File: src/rtl/cbss_pkg.sv
package cbss_pkg;

    localparam int SAMPLE_W = 32;
    localparam int PAD_W    = 10;
    localparam int SCALE_W  = 16;
    localparam int ADDR_W   = 3;
    localparam int DATA_W   = 32;

    // register map, byte addresses 4*i
    localparam logic REG_INPUT_PAD  = 1'b0;
    localparam logic REG_SLEW_SCALE = 1'b1;

    localparam logic [PAD_W-1:0]   PAD_RESET   = 10'd1000;
    localparam logic [PAD_W-1:0]   PAD_MAX     = 10'd1000;
    localparam logic [SCALE_W-1:0] SCALE_RESET = 16'd4096;
    localparam logic [SCALE_W-1:0] SCALE_MIN   = 16'd1486;

    // pad target = pad*1073741 + (pad*103 + 62)/125, the division by reciprocal
    localparam logic [30:0] TGT_BASE_MUL = 31'd1073741;
    localparam logic [16:0] TGT_REM_MUL  = 17'd103;
    localparam logic [16:0] TGT_REM_ADD  = 17'd62;
    localparam logic [34:0] TGT_RECIP    = 35'd134218;

    localparam logic [31:0] CHASE_FLOOR = 32'd367001600;
    localparam logic [31:0] CHASE_CAP   = 32'd2621440000;
    localparam logic [31:0] DECAY_MUL   = 32'd4294537799;
    localparam logic [31:0] DECAY_SUB   = 32'd10486;
    localparam logic [43:0] NOISE_MUL   = 44'd3483;
    localparam logic [31:0] DITHER_MUL  = 32'd3924931155;
    localparam logic [6:0]  DITHER_SH   = 7'd86;
    localparam logic [5:0]  LEAD_ZERO   = 6'd27;
    localparam logic [31:0] NOISE_SEED  = 32'h9E3779B9;
    localparam logic [10:0] PAD_NONE    = 11'h7FF;
    localparam logic [32:0] ONE_Q20     = 33'd1048576;
    localparam logic [48:0] SLEW_ONE    = 49'd1099511627776;

    typedef enum logic [3:0] {
        OP_NONE,
        OP_LOAD,
        OP_TGT,
        OP_DECAY,
        OP_NUM,
        OP_DIVINIT,
        OP_DIV,
        OP_GAIN,
        OP_V,
        OP_SQ,
        OP_CUBE1,
        OP_CUBE2,
        OP_HALF,
        OP_LEAD1,
        OP_LEAD2,
        OP_OUT
    } dp_op_t;

    typedef struct packed {
        dp_op_t op;
    } dp_cmd_t;

    typedef struct packed {
        logic div_last;
        logic out_free;
    } dp_stat_t;

endpackage

File: src/rtl/cbss_regs.sv
module cbss_regs (
    input  logic                          aclk,
    input  logic                          aresetn,
    input  logic                          psel,
    input  logic                          penable,
    input  logic                          pwrite,
    input  logic [cbss_pkg::ADDR_W-1:0]   paddr,
    input  logic [cbss_pkg::DATA_W-1:0]   pwdata,
    output logic [cbss_pkg::DATA_W-1:0]   prdata,
    output logic                          pready,
    output logic [cbss_pkg::PAD_W-1:0]    input_pad,
    output logic [cbss_pkg::SCALE_W-1:0]  slew_scale
);
    import cbss_pkg::*;

    logic [PAD_W-1:0]   pad_reg;
    logic [SCALE_W-1:0] scale_reg;
    logic               wr_en;

    assign pready = 1'b1;
    assign wr_en  = psel && penable && pwrite;

    always_ff @(posedge aclk) begin
        if (!aresetn) begin
            pad_reg   <= PAD_RESET;
            scale_reg <= SCALE_RESET;
        end else if (wr_en) begin
            if (paddr[2] == REG_INPUT_PAD) begin
                pad_reg <= pwdata[PAD_W-1:0];
            end else begin
                scale_reg <= pwdata[SCALE_W-1:0];
            end
        end
    end

    always_comb begin
        if (paddr[2] == REG_INPUT_PAD) begin
            prdata = DATA_W'(pad_reg);
        end else begin
            prdata = DATA_W'(scale_reg);
        end
    end

    assign input_pad  = pad_reg;
    assign slew_scale = scale_reg;

endmodule

File: config.mk
export PLATFORM = sky130hd
export DESIGN_NAME = cbss_regs
export DESIGN_NICKNAME = d
export VERILOG_FILES = /design/src/rtl/cbss_pkg.sv /design/src/rtl/cbss_regs.sv
export SDC_FILE = /design/constraint.sdc
export NUM_CORES = 1
export LEC_CHECK = 0
export BUFFER_PORTS_ARGS = -buffer_cell sky130_fd_sc_hd__buf_2
export CAP_MARGIN = 5
export CORE_ASPECT_RATIO = 0.5
export CORE_MARGIN = 2
export CORE_UTILIZATION = 40
export CTS_CLUSTER_DIAMETER = 60
export CTS_CLUSTER_SIZE = 30
export DETAILED_ROUTE_END_ITERATION = 8
export PLACE_DENSITY = 0.79
export SLEW_MARGIN = 20
export SYNTH_ARGS = -nofsm -noshare
export SYNTH_HDL_FRONTEND = slang
export SYNTH_SLANG_ARGS = --single-unit
File: constraint.sdc
create_clock -name aclk -period 2.1 [get_ports aclk]
set_input_delay 0.315 -clock aclk [delete_from_list [all_inputs] [get_ports aclk]]
set_output_delay 0.315 -clock aclk [all_outputs]
set_load 0.005 [all_outputs]
Yosys cells after proc, flatten, opt, wreduce, memory -nomap -nowiden
Index checks and enable logic that the tools add are counted.
W data, S select, Z words.
{ "word_totals": {"output_inout_bits": 59, "wordCells": 8, "in_bits": 40, "ff_bits": 26} }
{ "op_classes": {"n_reduce_logical": 4, "n_bitwise": 1, "muxes": 1} }
{ "op_table": {"columns": ["operator", "n"], "rows": [
  ["$mux W16", 1],
  ["$reduce_and A2 Y1", 2],
  ["$logic_and A1 B1 Y1", 2],
  ["$not A1 Y1", 1]
]} }

Longest topological paths before layout
Gate-level depths: netlist of the first run.
{ "depth": {"ltp_word": 3, "ltp_mapped": 5, "mapped_depth_nobuf": 2} }

Worst setup path before layout of the first run
Ideal clock, no wire load.
{ "synth_path": {"kind": "input -> output", "from": "input port paddr[2] (netlist name)", "to": "output port prdata[6] (netlist name)", "setup_slack_ps": 847, "t_required_ps": 1785, "t_arrival_ps": 938, "path_buffers": 2, "stages": 3, "path_cell_list": "buf_6 buf_2 mux2_2"} }
{ "synth_between": {"elab_chain_len": 1} }
{ "synth_lines": {"columns": ["item", "line", "text"], "rows": [
  ["start, declared", "cbss_regs.sv:7", "input logic [cbss_pkg::ADDR_W-1:0] paddr,"],
  ["$mux W16", "cbss_regs.sv:37", "if (paddr[2] == REG_INPUT_PAD) begin"],
  ["end, declared", "cbss_regs.sv:9", "output logic [cbss_pkg::DATA_W-1:0] prdata,"]
]} }
No other way between the ends.

Final worst setup path of the first run
{ "layout_path": {"from": "input port paddr[2] (netlist name)", "to": "output port prdata[8] (netlist name)"} }
The elaborated chain is that of the path after synthesis.

==> results of run 1 <==
[per-stage QoR]
step | power [mW] | setup WS, ns
floorplan | 0.622 | 0.847
global placement | 0.640 | 0.485
detailed placement | 0.644 | 0.455
CTS | 0.958 | 0.616
global route | 0.991 | 0.567
finish | 0.940 | 0.631
[power by group through the flow]
stage	combinational (mW)	sequential [mW]	clock (mW)
after floorplan	0.0993	0.523	0
after global placement	0.118	0.522	0
after detailed placement	0.121	0.523	0
after CTS	0.122	0.511	0.325
after global routing	0.136	0.513	0.342
final	0.120	0.511	0.309
[final cells by class]
type	count	area (um2)
flip-flops and latches	26	520
repair buffers	63	315
well taps	42	52.6
fillers	338	1720
clock buffers	4	55.1
multi-input cells	110	717
[routing by layer]
layer | share of wire [%] | vias to the layer above
met5 | 0 | -
met4 | 0.45 | 0
met3 | 5.5 | 2
met2 | 50 | 41
met1 | 44 | 524
li1 | - | 554
[cell families after synthesis]
logic type,after synthesis,share of synthesized area (%)
flops,26,37.4
simple gates,57,20.2
other cells,2,0.540
mux,36,26.8
buf+inv,27,15.0
[final timing paths]
kind         slack [ns]  cells past startpoint          start              to
max                0.63                      3       paddr[2]       prdata[8]
min                0.29                      3     pwdata[14]  slew_scale[14]
max reg2reg        1.44                      2   input_pad[6]    input_pad[6]
min reg2reg        0.47                      2  slew_scale[7]   slew_scale[7]
[state kept, by name (all words and copies together), names as in the netlist]
register    cells
slew_scale     16
input_pad      10
[synthesized netlist by cell type]
cell	n	share of area, %
conb_1	2	0.54
buf_2	4	1.4
and2_1	6	2.7
buf_6	3	2.4
buf_12	1	1.4
nand2_1	34	9.2
and4b_1	1	0.72
mux2i_1	26	19
nand4_1	1	0.45
dfxtp_1	26	37
and4_4	1	0.81
mux2_2	10	8.1
clkbuf_1	2	0.54
nor2b_1	14	6.3
buf_4	17	9.2
[worst max-delay path, stage by stage]
cell and delay [ns]:
buf_2 0.33, mux2_2 0.38, buf_2 0.13
[layout by cell type (no fill, tap or decap)]
master	n
and2_1	6
and4_4	1
and4b_1	1
buf_2	63
clkbuf_8	4
conb_1	17
dfxtp_1	26
mux2_2	10
mux2i_1	26
nand2_1	34
nand4_1	1
nor2b_1	14
==> flow_results.org, run 1 <==
** Routing
- The detailed router placed about 1100 vias in this run.
- DRC violation count after routing :: 0
- WL final :: 2680 um
- Dividing the detail-routed wire length by the instance count gives 10.9 um.
- DRT antenna net count :: 0
- Vias per cell :: around 4.6
- Iter 0 DRT Violations :: 23
- The first detailed-routing pass ran for 5 iterations.

** Finish
- Antenna diode instance count :: 0
- After routing the design area is 1660 um2.
- For this run, the post-layout net count is 244.
- Area growth from synthesis to layout :: 19.4%
- Final standard cell utilization of the core :: 49.1%
- Post-route non-filler standard cell count :: 245
- Ratio of cells with drive above 1 in the final layout :: between 30% and 40%

** Critical path
- Worst Path Required :: 1.78 ns
- In this run the worst path has a maximum fanout of 19.
- Critical Path Sink Type :: output pin
- Data on the critical path arrives at its endpoint at 1.15 ns.
- Kind of critical path :: in -> out
- Critical Path Start Type :: input port

** Place
- After detailed placement, the design holds a cell count of 241.
- After legalization and detailed placement, the total HPWL measured 2010 um.
- In this run the cell area measured after placement is 1610 um2.
- Routability-driven placement finished with a final weighted congestion of 0.642.
- Buffers placed on the I/O ports in this run total 63.

** Timing
- In the finished design, the share of the clock period the worst path needs comes to between 60% and 70%.
- Hold slack final :: 0.293 ns
- Fin Clk Skew :: 0 ns
- Total count of max-transition violations in the final report :: 0
- Timing would allow up to between 0.6 and 0.7 GHz.
- The final number of hold-violating endpoints was 0.
- Setup TNS Final :: 0 ns
- Max-Slew Margin vs Limit :: 53.6%
- Measured slew at the worst slew-check pin :: roughly 0.7 ns
- Setup repair after global routing left no endpoint under its margin.
- Setup violation total in the final timing report :: 0
- After layout, the minimum clock period comes to roughly 1.5 ns.

** Synth
- Post-synthesis sequential element count :: 26
- After synthesis, flip-flops and latches occupy 37.4% of the total area.
- The mapped netlist covers approximately 1400 um2.
- Cell count after synthesis :: around 150
- The average instance in the mapped netlist occupies 9.39 um2.
- Counting distinct cell types in the post-synthesis netlist gives 15.
- Total of warnings raised by yosys :: 0

** Die
- The initial utilization of the core area, before any placement, comes to 41.1%.
- Measured along the y axis, the die boundary spans ~46 um.
- Die area :: 3990 um2
- CORE AREA :: 3380 um2
- Cell row count :: 15
- just under 100 I/O pins were placed.
- Die width :: about 87 um

** Clocking
- Once the clock tree was built, the setup fixing pass inserted 0 buffers.
- Max Root-Sink Buffers :: 2
- Quantity of hold-fixing buffers added after cts :: 0
- CTS built an H-tree with a depth of 1.
- Clock edge transition at the registers on the reported setup and hold paths :: about 0.08 ns
- TritonCTS clock tree :: yes
- In this run, post-CTS repair resized a total of 0 instances.
- Clock tree synthesis found a total of 26 sinks.
- At the later pin of the worst-skew pair, clock insertion delay measures 0.26 ns.
- Clock tree synthesis inserted a total of 3 buffers.
- The tree is rooted in a clkbuf_8.

** Hold path
- Class of the tightest hold or removal check :: in -> reg

** Run status
- The flow ran to the end, and the final reports show no timing, DRC or antenna violations.

** Power and ir drop
- Combinational share of power :: about 13%
- Net Sw Power :: 210 uW
- VDD IR max :: 0.000262 V
- Power Density :: 566 nW/um2
- The analysis attributes to cell leakage a power of 0.799 nW.
- The clock network is responsible for 32.9% of the overall power.
- Net switching is 22.4% of the power.
- Sequential cells account for between 50% and 60% of the total power.
- Internal portion of total power :: between 700 and 800 uW

** GRT
- Number of global-route vias before repair :: 920
- Top Usage Layer GRT :: met2
- Global-route met2 utilization :: ~25%
- For this run, global-route usage on met1 was measured as 16.8%.
- The number of antenna violations at the first check in global routing is 0.
- Largest net degree at the start of global routing :: a little under 50
- GRT Util Overall :: 13.6%
- Met3 Usage GRT :: 3.26%
- The first global-routing pass estimated 4220 um of wire.
- Total overflow reported by the global router :: 0

** Job
- Max-cap check violation count :: 0
Power figures use the tool's default switching activity.
==> inputs of run 2 (changes only) <==
Settings changed: CORE_UTILIZATION 40 to 37, PLACE_DENSITY 0.79 to 0.77.
Clock period 2.1 ns to 1.31 ns, I/O delays scaled along.
==> run 2 against run 1 <==
  * Register-to-register slack got worse by 0.76 ns
  * Clock power increased by 41%
  * Critical path type unchanged
  * Via count increased by 0.18%
  * Critical path depth increased by 1
  * Total power increased by 56%
  * Global-route usage decreased by 0.97 points
  * Critical endpoint is now prdata[9]
  * Sequential share of layout area decreased by 1.1 points
  * Largest power group unchanged
  * Utilization decreased by 0.20 points
==> flow_results.org, run 2 (synthesized netlist as in run 1, its figures left out) <==
** GRT
- The first global-routing pass estimated 4280 um of wire.
- The number of global-route vias before repair is 1016.
- Largest net degree at the start of global routing :: 49
- Total overflow reported by the global router :: 0
- Number of antenna violations at the first check in global routing :: 0
- Across every metal layer, demand over resource in global routing totals 12.6%.

** Die
- Total I/O pin count :: 99
- Die width :: 90.7 um
- Die area :: 4290 um2
- In this run the standard cell core region covers 3510 um2.
- Cell row count :: 15
- Vertical die dimension :: 47.3 um
- Once the floorplan was initialized, standard cells occupied 39.6% of the core.

** Clocking
- TritonCTS built the clock tree.
- Clock-pin slew was measured on the worst setup and hold paths at 0.09 ns.
- The number of hold buffers added after CTS was 0.
- Post-CTS Resized :: 0
- In this run the post-CTS setup repair buffer count came out at 0.
- CTS built an H-tree with a depth of 1.
- TritonCTS created 3 clock buffers.
- Clock latency reported for the late side of the worst-skew pair :: 0.26 ns
- Counting along the longest clock path gives a buffer depth of 2.
- Clk sinks :: 26
- Clock tree root buffer cell :: clkbuf_8

** Routing
- Vias per cell :: roughly 4.4
- Drt wl/cell :: 11.2 um
- In the routed design, unresolved DRC markers number 0.
- Iter 0 DRT Violations :: 25
- Number of detailed-routing iterations run before antenna repair :: 4
- The routed layout has 1123 vias.
- WL final :: 2870 um
- DRT antenna net count :: 0

** Finish
- Measured on the finished design, the core utilization comes to 48.9%.
- Number of inserted filler cells in the final layout :: roughly 330
- Antenna diode instance count :: 0
- Area growth from synthesis to layout :: 23.6%
- The register with the most flip-flops in the layout has 16 of them.
- With fillers left out, the area of the finished cells amounts to 1720 um2.
- In the final layout, the share of cells above drive strength 1 is 39.0%.
- Area of combinational cells with multiple inputs :: 717 um2
- In the layout the commonest cells are buf_2, nand2_1, mux2i_1, dfxtp_1, conb_1.
- Most common library cell in the layout ignoring fill and taps :: buf_2
- Registers take 520 um2.
- For this run, the post-layout net count is 247.

** Critical path
- STA puts the critical path data required time at approximately 1.1 ns.
- On the critical path, the stage with the largest delay is an instance of mux2_2.
- STA classifies the critical path endpoint as an output pin.
- In this run the worst path has a maximum fanout of 12.
- The worst register-to-register path has a depth of 2.
- In this run the critical register-to-register path is launched from input_pad[9].
- Chain of cells forming the critical path :: buf_2 > buf_12 > mux2_2 > buf_2
- Kind of critical path :: in -> out
- The number of buffers and inverters on the critical path is 3.
- Critical Path Start Type :: input port
- R2r setup slk :: 0.68 ns
- Among cell families on the critical path, the largest total delay comes from buffers and inverters.
- Cell repeated most along the worst path :: buf_2
- In this design, the stage delay of the slowest critical-path cell is 0.34 ns.
- Critical path arrival :: 1.03 ns
- Reg-to-reg endpoint :: input_pad[9]

** Hold path
- The tightest min-delay check is of the in -> reg type.
- Endpoint, Worst Hold :: slew_scale[15]
- The startpoint identified for the worst hold timing path is pwdata[15].
- Hold-critical path depth :: 3

** Place
- In this run the cell area measured after placement is 1680 um2.
- Number of I/O port buffers :: 63
- The congestion estimate from routability-driven global placement came to 0.771.
- Worst setup timing slack at the placement stage :: 0.0762 ns
- Detailed placement finished with a half-perimeter wire length of 2190 um.

** Timing
- Worst-case setup margin in the final layout :: 0.0840 ns
- For the final database, setup skew stands at 0 ns.
- Setup TNS Final :: 0 ns
- Crit path time final :: ~1.2 ns
- Setup repair after global routing left no endpoint under its margin.
- Setup violation total in the final timing report :: 0
- The final critical path takes up 93.6% of the cycle.
- Fin. Hold Viols :: 0
- Total count of max-transition violations in the final report :: 0
- Maximum achievable frequency :: 0.816 GHz

** Power and ir drop
- Power Density :: 855 nW/um2
- Leakage power summed over all cells :: 0.819 nW
- The worst-case IR drop observed on VDD is 0.000389 V.
- Summing internal, switching and leakage power gives 1.47 mW.

** Job
- Max-cap violations in this run came to 0.

** Run status
- Result of the run :: completed
[run 2: layer usage]
metal	global-route usage [%]	up-vias	routed length, um
li1	-	558	-
met1	12.5	524	1110
met2	27.2	37	1550
met3	3.37	4	180
met4	4.31	0	25
met5	0	-	0
[run 2: power by group]
group	leakage [nW]	total [mW]	switching [mW]	internal (mW)
clock	0.0216	0.436	0.230	0.206
sequential	0.211	0.819	0.0117	0.807
combinational	0.587	0.214	0.104	0.110
total	0.819	1.47	0.346	1.12
[run 2: through the flow]
step,cells,hold slack [ns]
final,256,0.164
after global routing,256,0.169
after CTS,256,0.164
after detailed placement,253,0.451
after global placement,253,0.446
after floorplan,163,0.339
[run 2: worst max path at each step]
stage                     slack [ns]   endpoint     start  depth (start not counted)
final                           0.08  prdata[9]  paddr[2]                          4
after detailed placement        0.08  prdata[9]  paddr[2]                          4
after floorplan                 0.29  prdata[6]  paddr[2]                          3
after global placement          0.11  prdata[5]  paddr[2]                          4
after global routing            0.04  prdata[9]  paddr[2]                          4
after CTS                       0.07  prdata[9]  paddr[2]                          4
[run 2: area by class of cell]
type | count | area share [%]
clock buffer | 3 | 2.40
multi-input combinational | 110 | 41.7
sequential | 26 | 30.3
timing repair buffer | 66 | 21.8
tap | 51 | 3.71
[run 2: worst reg2reg max path, cell delays in order (launching register included)]
cell and delay, ns:
dfxtp_1 0.34, nor2b_1 0.11, mux2i_1 0.08
