[config.mk]
export PLATFORM = sky130hd
export DESIGN_NAME = cbss_ctrl
export DESIGN_NICKNAME = d
export VERILOG_FILES = /design/src/rtl/cbss_pkg.sv /design/src/rtl/cbss_ctrl.sv
export SDC_FILE = /design/constraint.sdc
export NUM_CORES = 1
export LEC_CHECK = 0
export BUFFER_PORTS_ARGS = -buffer_cell sky130_fd_sc_hd__buf_2
export CAP_MARGIN = 10
export CORE_AREA = 10 10 47 49
export CTS_CLUSTER_DIAMETER = 150
export DETAILED_ROUTE_END_ITERATION = 10
export DIE_AREA = 0 0 57 59
export PLACE_DENSITY_LB_ADDON = 0.25
export SLEW_MARGIN = 20
export SYNTH_ARGS = -nofsm -noshare
export SYNTH_HDL_FRONTEND = slang
export SYNTH_SLANG_ARGS = --single-unit
export TNS_END_PERCENT = 10
[constraint.sdc]
create_clock -name aclk -period 1.4 [get_ports aclk]
set_input_delay 0.21 -clock aclk [delete_from_list [all_inputs] [get_ports aclk]]
set_output_delay 0.21 -clock aclk [all_outputs]
set_load 0.03 [all_outputs]
[src/rtl/cbss_pkg.sv]
package cbss_pkg;

    localparam int SAMPLE_W = 32;
    localparam int PAD_W    = 10;
    localparam int SCALE_W  = 16;
    localparam int ADDR_W   = 3;
    localparam int DATA_W   = 32;

    // register map, byte addresses 4*i
    localparam logic REG_INPUT_PAD  = 1'b0;
    localparam logic REG_SLEW_SCALE = 1'b1;

    localparam logic [PAD_W-1:0]   PAD_RESET   = 10'd1000;
    localparam logic [PAD_W-1:0]   PAD_MAX     = 10'd1000;
    localparam logic [SCALE_W-1:0] SCALE_RESET = 16'd4096;
    localparam logic [SCALE_W-1:0] SCALE_MIN   = 16'd1486;

    // pad target = pad*1073741 + (pad*103 + 62)/125, the division by reciprocal
    localparam logic [30:0] TGT_BASE_MUL = 31'd1073741;
    localparam logic [16:0] TGT_REM_MUL  = 17'd103;
    localparam logic [16:0] TGT_REM_ADD  = 17'd62;
    localparam logic [34:0] TGT_RECIP    = 35'd134218;

    localparam logic [31:0] CHASE_FLOOR = 32'd367001600;
    localparam logic [31:0] CHASE_CAP   = 32'd2621440000;
    localparam logic [31:0] DECAY_MUL   = 32'd4294537799;
    localparam logic [31:0] DECAY_SUB   = 32'd10486;
    localparam logic [43:0] NOISE_MUL   = 44'd3483;
    localparam logic [31:0] DITHER_MUL  = 32'd3924931155;
    localparam logic [6:0]  DITHER_SH   = 7'd86;
    localparam logic [5:0]  LEAD_ZERO   = 6'd27;
    localparam logic [31:0] NOISE_SEED  = 32'h9E3779B9;
    localparam logic [10:0] PAD_NONE    = 11'h7FF;
    localparam logic [32:0] ONE_Q20     = 33'd1048576;
    localparam logic [48:0] SLEW_ONE    = 49'd1099511627776;

    typedef enum logic [3:0] {
        OP_NONE,
        OP_LOAD,
        OP_TGT,
        OP_DECAY,
        OP_NUM,
        OP_DIVINIT,
        OP_DIV,
        OP_GAIN,
        OP_V,
        OP_SQ,
        OP_CUBE1,
        OP_CUBE2,
        OP_HALF,
        OP_LEAD1,
        OP_LEAD2,
        OP_OUT
    } dp_op_t;

    typedef struct packed {
        dp_op_t op;
    } dp_cmd_t;

    typedef struct packed {
        logic div_last;
        logic out_free;
    } dp_stat_t;

endpackage

[src/rtl/cbss_ctrl.sv]
module cbss_ctrl (
    input  logic               aclk,
    input  logic               aresetn,
    input  logic               s_valid,
    output logic               s_ready,
    input  cbss_pkg::dp_stat_t stat,
    output cbss_pkg::dp_cmd_t  cmd
);
    import cbss_pkg::*;

    typedef enum logic [3:0] {
        ST_IDLE,
        ST_TGT,
        ST_DECAY,
        ST_NUM,
        ST_DIVINIT,
        ST_DIV,
        ST_GAIN,
        ST_V,
        ST_SQ,
        ST_CUBE1,
        ST_CUBE2,
        ST_HALF,
        ST_LEAD1,
        ST_LEAD2,
        ST_OUT
    } state_t;

    state_t state_reg, state_next;

    always_comb begin
        state_next = state_reg;
        cmd.op     = OP_NONE;
        case (state_reg)
            ST_IDLE: begin
                if (s_valid) begin
                    cmd.op     = OP_LOAD;
                    state_next = ST_TGT;
                end
            end
            ST_TGT:     begin cmd.op = OP_TGT;     state_next = ST_DECAY;   end
            ST_DECAY:   begin cmd.op = OP_DECAY;   state_next = ST_NUM;     end
            ST_NUM:     begin cmd.op = OP_NUM;     state_next = ST_DIVINIT; end
            ST_DIVINIT: begin cmd.op = OP_DIVINIT; state_next = ST_DIV;     end
            ST_DIV: begin
                cmd.op = OP_DIV;
                if (stat.div_last) begin
                    state_next = ST_GAIN;
                end
            end
            ST_GAIN:    begin cmd.op = OP_GAIN;    state_next = ST_V;       end
            ST_V:       begin cmd.op = OP_V;       state_next = ST_SQ;      end
            ST_SQ:      begin cmd.op = OP_SQ;      state_next = ST_CUBE1;   end
            ST_CUBE1:   begin cmd.op = OP_CUBE1;   state_next = ST_CUBE2;   end
            ST_CUBE2:   begin cmd.op = OP_CUBE2;   state_next = ST_HALF;    end
            ST_HALF:    begin cmd.op = OP_HALF;    state_next = ST_LEAD1;   end
            ST_LEAD1:   begin cmd.op = OP_LEAD1;   state_next = ST_LEAD2;   end
            ST_LEAD2:   begin cmd.op = OP_LEAD2;   state_next = ST_OUT;     end
            ST_OUT: begin
                cmd.op = OP_OUT;
                if (stat.out_free) begin
                    state_next = ST_IDLE;
                end
            end
            default: state_next = ST_IDLE;
        endcase
    end

    always_ff @(posedge aclk) begin
        if (!aresetn) begin
            state_reg <= ST_IDLE;
        end else begin
            state_reg <= state_next;
        end
    end

    assign s_ready = (state_reg == ST_IDLE);

endmodule

### Word level (Yosys, flattened, before mapping)

Cells that the tools add are included.

* bits in registers: 4
* output and inout bits: 5
* logic and storage cells: 26

* eq/ne operators: 17
* mux-type cells: 6
* reduce and logical (&&, ||, !) cells: 2

Operators by type and width (number)
* 4-bit case mux with 15 select lines: 2
* 4-bit equality test, second input constant: 7
* 4-bit by 3-bit equality test with 1-bit output, second input constant: 4
* 4-bit two-way mux: 3
* 4-bit by 2-bit equality test with 1-bit output, second input constant: 2
* 2-bit inequality test, second input constant: 3
* 4-bit by 1-bit equality test with 1-bit output, second input constant: 1
* 4-bit logical NOT: 1
* 3-bit AND reduction: 1
* 1-bit two-way mux: 1

### Depth between registers and ports, before layout

Gate-level depths: netlist of the first run.

* depth after elaboration: 3
* gate-level depth with buffers: 4
* gate-level depth less buffers: 3

### Worst setup path before layout of the first run

Ideal clock, no wire load.

* path kind: reg-to-output
* start: register state_reg[3]
* end: output s_ready
* data arrival time: 1.411 ns
* slack: -0.221 ns
* cell stages (with the launch flop): 3
* cells stage by stage: dfxtp_1 -> buf_6 -> nor4_1

* word-level cells in the longest chain between the ends: 1

Ends and longest elaborated chain
* start: declaration: line cbss_ctrl.sv:29 `state_t state_reg, state_next;`
* start signal: assignment: line cbss_ctrl.sv:73 `state_reg <= state_next;`
* 4-bit logical NOT: line cbss_ctrl.sv:77 `assign s_ready = (state_reg == ST_IDLE);`
* end: declaration: line cbss_ctrl.sv:5 `output logic s_ready,`

No other way between the ends.

==> summary.md, run 1 <==
| Metric | Value |
|---|---|
| XOR/XNOR Fraction of Synth Area | between 6 and 7% |
| Netlist cell types | 21 |
| CP max FO | 3 |
| Status | complete, but fails checks |
| First-pass GRT wire length | roughly 1300 um |
| Final net count | between 50 and 60 |
| Sequential power share | 30.6% |
| Multiplexer area fraction after synthesis | 0% |
| Final setup violation count | 2 |
| CP Launch Type | flip-flop |
| I/O Pins | 10 |
| Synth Area in Compound Gates | between 20% and 30% |
| Layout Utilization | 29.91% |
| Routability cong. | 0.7258 |
| Actual slew at the worst max-slew pin | 285.8 ps |
| Final setup margin | -142.8 ps |
| Ranking of synthesized cells by area | dfxtp_1 29%, buf_6 8.2%, nand2_1 6.8% |
| VDD IR max | between 0.0004 and 0.0005 V |
| Clock Tree Root | clkbuf_4 |
| Fmax | between 600 and 700 MHz |
| CP max stage delay | around 500 ps |
| Cell Area, Synth | 275.3 um^2 |
| Row count | 14 |
| Share of cells above drive strength 1 | 52.00% |
| Core area | 1401 um^2 |
| Share of the synthesized area in the top cell type | 29.09% |
| Failing checks | setup timing |
| Post-CTS Hold Buffers | 0 |
| Vias in the first global route | around 290 |
| Die span in y | just under 60 um |
| WL/cell | 11.82 um |
| DR vias/cell | roughly 4.5 |
| Placement Cell Area | 351.6 um^2 |
| LEAKAGE | between 0.15 and 0.2 nW |
| Flops & latches, synth | 4 |
| Syn nets | between 40 and 50 |
| Most common library cells after synthesis | 5 x nand2_1, 4 x dfxtp_1, 4 x nor2_1 |
| CTS HTree Levels | 1 |
| First-pass DRT Iterations | 4 |
| Gate count after technology mapping | 36 |
| Hold Path Class | in -> reg |
| Grt ovf | 0 |
| Antenna Cells | 0 |
| GRT Util Overall | under 10% |
| Die width | around 57 um |
| Seq/Total Area, Yosys | 29.09% |
| Pre-CTS WS | approximately 50 ps |
| Port buffer count | 9 |
| Deepest clock path buffer count | 2 |
| Max Cap Viol | 0 |
| CTS clk-pin slew, worst paths | 40 ps |
| Clk sink count | 4 |
| DRC | 0 |
| Synthesized area per cell | 7.646 um^2 |
| Total Power | a little over 0.4 mW |
| Placed Cells | a little over 60 |
| Initial core utilization | between 10% and 20% |
| Die ar. | 3363 um^2 |
| Setup Skew | around 1.2 ps |
| CP cell instances | or4_4 -> nor2b_4 -> buf_6 |
| Slew headroom | 80.71% |
| Total CTS buffers | 3 |
| Simple-Gate Fraction of Synth Area | between 20% and 30% |
| DR vias | between 200 and 300 |
| Internal power | between 0.2 and 0.3 mW |
| Max reg flops | 4 |
| Final ANT Viol Nets | 0 |
| Leading area contributor after synthesis | dfxtp_1 |
| Slew Viols, Final | 0 |
| DRT iter0 DRCs | 4 |
| EDFF count, synth | 0 |
| Unrepaired setup endpoints after global routing | yes |
| Final Hold Vio Count | 0 |
| Largest family of logic cells by synthesized area | simple AND/OR/NAND/NOR gates |
| Main synth FF type | dfxtp_1 |
| Clock Latency Late Sink | approximately 240 ps |
| Area grow syn2layout | 52.27% |
| Slowest CP cell | or4_4 |
| Comb power frac | between 30% and 40% |
| Initial antenna violation count | 0 |
| Most common cell in the netlist | nand2_1 |
| DRT Wirelength | 780 um |
| Post-synth ARST share | 0% |
| Adder-cell share of the synthesized area | 0% |
| Design area | approximately 420 um^2 |
| Tmin final | about 1500 ps |
| Crit. End Element | primary output |
| Fraction of the cycle the final worst path needs | 110.2% |
| Switching Power | 0.1361 mW |
| Synth warn | 0 |
| Pwr dens | slightly below 1000 nW/um^2 |
| CTS tree | built |
| Post-Layout Cell Count | 66 |
| FILL cells | between 150 and 200 |
| Critical Path AT | 1330 ps |
| Switching share of power | 32.86% |
| CP required | approximately 1200 ps |
| Largest net degree at the start of global routing | 11 |
| Critical path type | reg -> out |
| Portion of total power attributed to the clock network | a little over a third |
## worst max-delay path, delay by kind of cell, from the launching register on
| kind | cells | cell delay [ps] |
|---|---|---|
| flops | 1 | 320 |
| simple gates | 2 | 640 |
| buf+inv | 1 | 130 |
## cells in the final DEF, fill, tap and decap left out, types with 2 or more instances in the layout
| cell | n |
|---|---|
| buf_4 | 6 |
| a31oi_1 | 2 |
| nor2_1 | 4 |
| clkbuf_4 | 3 |
| buf_6 | 4 |
| nand2_1 | 4 |
| a21oi_1 | 2 |
| inv_1 | 2 |
| dfxtp_2 | 2 |
| dfxtp_1 | 2 |
| buf_2 | 5 |
## per-stage QoR
step / hold slack [ps] / TNS (ps)
after floorplan: 350.5 / 0
after global placement: 503.3 / 0
after detailed placement: 496.8 / 0
after CTS: 246.8 / -182.4
after global routing: 249.3 / -358.4
final: 250.9 / -154.4
## layer usage
layer	track usage, %	wire [um]	up-vias
met5	0	0	-
met4	6.040	34	0
met3	1.717	44	4
met2	6.357	313	11
met1	5.910	388	130
li1	-	-	153
## final timing paths
path / slack [ps] / depth (start not counted) / start / to
worst max-delay path: -140 / 3 / state_reg[1] / cmd[0]
worst min register to register: 630 / 3 / state_reg[1] / state_reg[1]
worst min-delay path: 250 / 3 / aresetn / state_reg[1]
worst max register to register: 70 / 4 / state_reg[1] / state_reg[2]
## cell type report
type                            count  area (um^2)  share of cell area, %
Clock buffer                        3        22.52                  5.373
Inverter                            2        7.507                  1.791
Multi-Input combinational cell     26        171.4                  40.90
Sequential cell                     4        82.58                  19.70
Tap cell                           16        20.02                  4.776
Timing Repair Buffer               15        115.1                  27.46
## power groups by stage
stage | registers [mW] | clock network [mW] | logic [mW]
finish | 0.127 | 0.150 | 0.137
global route | 0.127 | 0.168 | 0.150
CTS | 0.127 | 0.157 | 0.139
detailed placement | 0.127 | 0 | 0.117
global placement | 0.127 | 0 | 0.119
floorplan | 0.125 | 0 | 0.0868
## logic make-up after synthesis
| group | count (synthesis) |
|---|---|
| buffers and inverters | 6 |
| xor gates and xnor gates | 2 |
| DFF | 4 |
| AOI/OAI and AO/OA | 9 |
| and+or+nand+nor | 15 |
## what timing repair did
item                       4_1_cts  5_1_grt
gates cloned                     0        0
resized for setup               12        0
pin swaps                        1        0
buffers inserted                 1        0
setup endpoints to repair        4        4
Power figures use the tool's default switching activity.
==> run 2: changes to the inputs <==
--- a/config.mk
+++ b/config.mk
@@ -11,7 +11,6 @@
 export CTS_CLUSTER_DIAMETER = 150
 export DETAILED_ROUTE_END_ITERATION = 10
 export DIE_AREA = 0 0 57 59
-export PLACE_DENSITY_LB_ADDON = 0.25
 export SLEW_MARGIN = 20
 export SYNTH_ARGS = -nofsm -noshare
 export SYNTH_HDL_FRONTEND = slang
==> run 2 against run 1 <==
Compared with the run above: the run still ends with setup timing left; clock skew barely moved; via count rose by 3.4%; total power decreased by 3.1%; sequential share of layout area is 0.36 points higher; cell area decreased by 1.8%; sequential power about the same; clock power shrank 8%; largest power group unchanged; highest routed layer unchanged.
==> summary.md, run 2 (synthesized netlist as in run 1, its figures left out) <==
| Metric | Value |
|---|---|
| Status | complete, but fails checks (unchanged) |
| Failing checks | setup timing (unchanged) |
| Initial core utilization | 19.64% (unchanged) |
| Clock Latency Late Sink | 230 ps (was 240 ps) |
| Die ar. | 3363 um^2 (unchanged) |
| CP max FO | 3 (unchanged) |
| Setup Skew | 1.198 ps (was 1.189 ps) |
| Row count | 14 (unchanged) |
| Max reg flops | 4 (unchanged) |
| Port buffer count | 9 (unchanged) |
| Total CTS buffers | 3 (unchanged) |
| CTS HTree Levels | 1 (unchanged) |
| Critical path type | reg -> out (unchanged) |
| CP max stage delay | 500 ps (about the same) |
| Fraction of the cycle the final worst path needs | 111.3% (was 110.2%) |
| Core area | 1401 um^2 (unchanged) |
| Initial antenna violation count | 0 (unchanged) |
| Largest net degree at the start of global routing | 11 (unchanged) |
| Worst Min Path Start | aresetn (unchanged) |
| Pwr dens | 975.6 nW/um^2 (was 988.4 nW/um^2) |
| Most frequent cells in the layout | 10 x buf_4, 5 x nand2_1, 4 x nor2_1, 4 x buf_2, 3 x clkbuf_4 (was 6 x buf_4, 5 x buf_2, 4 x nand2_1, 4 x nor2_1, 4 x buf_6) |
| Setup crit start | state_reg[1] (unchanged) |
| CP cell instances | or4_4 -> nor2b_1 -> buf_4 (was or4_4 -> nor2b_4 -> buf_6) |
| Final setup margin | -158.6 ps (was -142.8 ps) |
| CP required | 1190 ps (about the same) |
| Clk sink count | 4 (unchanged) |
| CP Launch Type | flip-flop (unchanged) |
| Actual slew at the worst max-slew pin | 305.2 ps (was 285.8 ps) |
| Critical Path AT | 1350 ps (was 1330 ps) |
| WL/cell | 10.67 um (was 11.82 um) |
| DRT Wirelength | 715 um (was 780 um) |
| CTS tree | built (unchanged) |
| Unrepaired setup endpoints after global routing | yes (unchanged) |
| R2r startpoint | state_reg[1] (unchanged) |
| DR vias | 308 (was 298) |
| Slew headroom | 79.40% (was 80.71%) |
| Clock Tree Root | clkbuf_4 (unchanged) |
| First-pass DRT Iterations | 4 (unchanged) |
| Final ANT Viol Nets | 0 (unchanged) |
| Slew Viols, Final | 0 (unchanged) |
| Final Hold Vio Count | 0 (unchanged) |
| LEAKAGE | 0.1783 nW (was 0.1800 nW) |
| Worst hold margin | 249.9 ps (was 250.9 ps) |
| First-pass GRT wire length | 1179 um (was 1311 um) |
| Tmin final | 1559 ps (was 1543 ps) |
| Max Cap Viol | 0 (unchanged) |
| Vias in the first global route | 282 (was 294) |
| Routability cong. | 0.7979 (was 0.7258) |
| Grt ovf | 0 (unchanged) |
| VDD IR max | 0.0003970 V (was 0.0004418 V) |
| Fmax | 641.6 MHz (was 648.2 MHz) |
| DR vias/cell | 4.597 (was 4.515) |
| DRT iter0 DRCs | 7 (was 4) |
| DP HPWL | approximately 570 um |
| Area grow syn2layout | 49.55% (was 52.27%) |
| Placement Cell Area | 351.6 um^2 (unchanged) |
| Antenna Cells | 0 (unchanged) |
| DRC | 0 (unchanged) |
| Most common cell after layout, fill and taps aside | buf_4 (unchanged) |
| Deepest clock path buffer count | 2 (unchanged) |
| Slowest CP cell | or4_4 (unchanged) |
| Final net count | 58 (was 57) |
| GRT Util Overall | 4.573% (was 5.047%) |
| CTS clk-pin slew, worst paths | 30 ps (was 40 ps) |
| Design area | 411.6 um^2 (was 419.2 um^2) |
| Crit. End Element | primary output (unchanged) |
| Hold Path Class | in -> reg (unchanged) |
| Layout Utilization | 29.38% (was 29.91%) |
| Die span in y | 59 um (unchanged) |
| Final setup violation count | 3 (was 2) |
| I/O Pins | 10 (unchanged) |
| Die width | 57 um (unchanged) |
| Share of cells above drive strength 1 | 49.02% (was 52.00%) |
[run 2: where the power goes]
group	switching, mW	internal, mW	total (mW)	leakage (nW)
Sequential	0.00459	0.122	0.126	0.0336
Clock	0.0427	0.0955	0.138	0.0138
Combinational	0.0747	0.0623	0.137	0.131
Total	0.122	0.280	0.402	0.178
[run 2: worst max-delay path, delay by kind of cell, from the launching register on]
| kind | cells | cell delay, ps |
|---|---|---|
| buffers and inverters | 1 | 160 |
| flip-flops | 1 | 310 |
| AND/OR/NAND/NOR | 2 | 640 |
[run 2: worst paths after layout]
path / endpoint / slack (ps) / depth (start not counted)
hold / removal: state_reg[1] / 250 / 3
setup reg to reg: state_reg[1] / 100 / 4
setup / recovery: cmd[0] / -160 / 3
hold reg to reg: state_reg[1] / 600 / 3
[run 2: timing repair]
action                     4_1_cts  5_1_grt
hold buffers                     0        0
pin swaps                        1        0
setup endpoints to repair        3        5
hold endpoints to repair         0        0
buffers inserted                 2        0
gates resized for setup          7        3
[run 2: final cells by class]
class | count | area [um^2]
Sequential cell | 4 | 82.58
Multi-Input combinational cell | 26 | 161.4
Timing Repair Buffer | 16 | 117.6
Tap cell | 16 | 20.02
Inverter | 2 | 7.507
Clock buffer | 3 | 22.52
Fill cell | 153 | 989.7
[run 2: stage by stage]
stage          setup TNS [ps]  std cells  power, mW  setup slack [ps]
3_5_place_dp                0         62     0.2451             58.41
2_1_floorplan               0         36     0.2114             14.46
5_1_grt                -534.1         67     0.4293            -200.5
4_1_cts                -322.4         67     0.4049            -172.0
6_report               -279.9         67     0.4016            -158.6
3_3_place_gp                0         62     0.2448             57.92
[run 2: layer usage]
layer	global-route usage (%)	up-vias	wire, um
met5	0	-	0
met4	4.027	0	17
met3	3.219	2	59
met2	6.202	15	325
met1	4.610	134	313
li1	-	157	-
==> run 3: changes to the inputs <==
--- a/config.mk
+++ b/config.mk
@@ -5,12 +5,15 @@
 export SDC_FILE = /design/constraint.sdc
 export NUM_CORES = 1
 export LEC_CHECK = 0
-export BUFFER_PORTS_ARGS = -buffer_cell sky130_fd_sc_hd__buf_2
 export CAP_MARGIN = 10
+export CELL_PAD_IN_SITES_DETAIL_PLACEMENT = 1
+export CELL_PAD_IN_SITES_GLOBAL_PLACEMENT = 1
 export CORE_AREA = 10 10 47 49
 export CTS_CLUSTER_DIAMETER = 150
 export DETAILED_ROUTE_END_ITERATION = 10
 export DIE_AREA = 0 0 57 59
+export DONT_BUFFER_PORTS = 1
+export PLACE_DENSITY = 0.48
 export SLEW_MARGIN = 20
 export SYNTH_ARGS = -nofsm -noshare
 export SYNTH_HDL_FRONTEND = slang
==> run 3 against run 2 <==
Compared with the run above: hold slack worse by 120 ps; first-iteration DRC count down 71%; non-clock buffer count down 6; the flow still finishes with violations (setup timing); sequential cell count unchanged; critical path type unchanged; final cell count down 9.0%; sequential share of layout area down 0.42 points; die area unchanged.
==> summary.md, run 3 (synthesized netlist as in run 1, its figures left out) <==
| Metric | Value |
|---|---|
| Status | complete, but fails checks (unchanged) |
| Worst Min Path Start | aresetn (unchanged) |
| First-pass DRT Iterations | 4 (unchanged) |
| DR vias | 281 (was 308) |
| Largest net degree at the start of global routing | 11 (unchanged) |
| Critical path type | reg -> out (unchanged) |
| Routability cong. | 0.7725 (was 0.7979) |
| Setup Skew | 1.028 ps (was 1.198 ps) |
| DRT iter0 DRCs | 2 (was 7) |
| Clock Latency Late Sink | 240 ps (was 230 ps) |
| Hold Path Class | in -> reg (unchanged) |
| Unrepaired setup endpoints after global routing | yes (unchanged) |
| Max reg flops | 4 (unchanged) |
| CP max stage delay | 510 ps (was 500 ps) |
| Final setup margin | -144.6 ps (was -158.6 ps) |
| Failing checks | setup timing (unchanged) |
| DR vias/cell | 4.607 (was 4.597) |
| Total CTS buffers | 3 (unchanged) |
| Tmin final | 1545 ps (was 1559 ps) |
| I/O Pins | 10 (unchanged) |
| Slowest CP cell | or4_4 (unchanged) |
| CP Launch Type | flip-flop (unchanged) |
| VDD IR max | 0.0002802 V (was 0.0003970 V) |
| DP HPWL | 668.9 um (was 566.4 um) |
| Area grow syn2layout | 50.45% (was 49.55%) |
| CP cell instances | or4_4 -> nor2b_4 -> buf_6 (was or4_4 -> nor2b_1 -> buf_4) |
| GRT Util Overall | 5.776% (was 4.573%) |
| R2r startpoint | state_reg[1] (unchanged) |
| Reg2reg setup slack | 70 ps (was 100 ps) |
| Slew headroom | 75.41% (was 79.40%) |
| Final net count | 52 (was 58) |
| Fraction of the cycle the final worst path needs | 110.3% (was 111.3%) |
| WL/cell | 14.98 um (was 10.67 um) |
| Deepest clock path buffer count | 2 (unchanged) |
| Antenna Cells | 0 (unchanged) |
| CP max FO | 2 (was 3) |
| Placement Cell Area | 349.1 um^2 (was 351.6 um^2) |
| CP required | 1190 ps (about the same) |
| Total Power | 0.4101 mW (was 0.4016 mW) |
| First-pass GRT wire length | 1449 um (was 1179 um) |
| Clock Tree Root | clkbuf_4 (unchanged) |
| CTS clk-pin slew, worst paths | 40 ps (was 30 ps) |
| DRT Wirelength | 914 um (was 715 um) |
| Initial antenna violation count | 0 (unchanged) |
| Most common cell after layout, fill and taps aside | buf_4 (unchanged) |
| Actual slew at the worst max-slew pin | 364.2 ps (was 305.2 ps) |
| Die width | 57 um (unchanged) |
| Grt ovf | 0 (unchanged) |
| Die span in y | 59 um (unchanged) |
| Most frequent cells in the layout | 6 x buf_4, 4 x nand2_1, 4 x nor2_1 (was 10 x buf_4, 5 x nand2_1, 4 x nor2_1, 4 x buf_2, 3 x clkbuf_4) |
| Die ar. | 3363 um^2 (unchanged) |
| Initial core utilization | 19.64% (unchanged) |
| LEAKAGE | 0.1641 nW (was 0.1783 nW) |
| Clk sink count | 4 (unchanged) |
| Vias in the first global route | 301 (was 282) |
| CTS HTree Levels | 1 (unchanged) |
| Design area | 414.1 um^2 (was 411.6 um^2) |
| CTS tree | built (unchanged) |
| Core area | 1401 um^2 (unchanged) |
| Share of cells above drive strength 1 | 46.67% (was 49.02%) |
| Reg-to-Reg End | state_reg[1] (unchanged) |
| Hold EP | state_reg[1] (unchanged) |
| Fmax | 647.4 MHz (was 641.6 MHz) |
| Slew Viols, Final | 0 (unchanged) |
| Pwr dens | 990.2 nW/um^2 (was 975.6 nW/um^2) |
| Final Hold Vio Count | 0 (unchanged) |
| TNS Setup | -152.5 ps (was -279.9 ps) |
| Final ANT Viol Nets | 0 (unchanged) |
| R2r worst-path depth | 4 (unchanged) |
| Port buffer count | 0 (was 9) |
| Critical Path AT | 1330 ps (was 1350 ps) |
| Delay-heaviest family, CP | simple AND/OR/NAND/NOR gates (unchanged) |
| Worst path buffer plus inverter count | 1 (unchanged) |
| Crit. End Element | primary output (unchanged) |
| Row count | 14 (unchanged) |
| Final setup violation count | 2 (was 3) |
| Hold Path Depth | 2 (was 3) |
| DRC | 0 (unchanged) |
| Max Cap Viol | 0 (unchanged) |
[run 3: cell type report]
type                    count  area (um^2)
clock buffers               3        22.52
fillers                   175        987.2
flip-flops and latches      4        81.33
well taps                  16        20.02
multi-input cells          26        183.9
repair buffers             10        98.84
inverters                   2        7.507
[run 3: metal layers]
layer / vias up / track usage, % / wire (um)
li1: 143 / - / -
met1: 129 / 5.071 / 314
met2: 7 / 8.682 / 508
met3: 2 / 3.004 / 71
met4: 0 / 7.047 / 21
met5: - / 0 / 0
[run 3: report_power, final]
| group | switching (mW) | total [mW] | internal [mW] |
|---|---|---|---|
| Clock | 0.0482 | 0.144 | 0.0960 |
| Sequential | 0.00487 | 0.126 | 0.121 |
| Combinational | 0.0789 | 0.140 | 0.0607 |
| Total | 0.132 | 0.410 | 0.278 |
[run 3: repair_timing]
action / 4_1_cts / 5_1_grt
endpoints found under the hold margin: 0 / 0
pin swaps: 2 / 0
setup endpoints to repair: 2 / 4
gates resized for setup: 6 / 3
hold buffers: 0 / 0
buffers inserted: 1 / 0
[run 3: how the worst max path moves through the flow]
| stage | startpoint | end | cells past startpoint |
|---|---|---|---|
| after floorplan | state_reg[3] | cmd[0] | 3 |
| after global placement | state_reg[3] | cmd[0] | 3 |
| after detailed placement | state_reg[3] | cmd[0] | 3 |
| after CTS | state_reg[1] | cmd[0] | 3 |
| after global routing | state_reg[1] | cmd[0] | 3 |
| final | state_reg[1] | cmd[0] | 3 |
[run 3: through the flow]
| stage | setup WS (ps) | util [%] | hold slack (ps) | cells |
|---|---|---|---|---|
| finish | -144.6 | 29.55 | 126.8 | 61 |
| detailed placement | 41.40 | 24.91 | 380.7 | 57 |
| CTS | -176.5 | 28.48 | 122.6 | 61 |
| floorplan | 14.46 | - | 350.5 | 36 |
| global route | -182.4 | 29.55 | 137.3 | 61 |
| global placement | 68.64 | 24.91 | 371.3 | 57 |
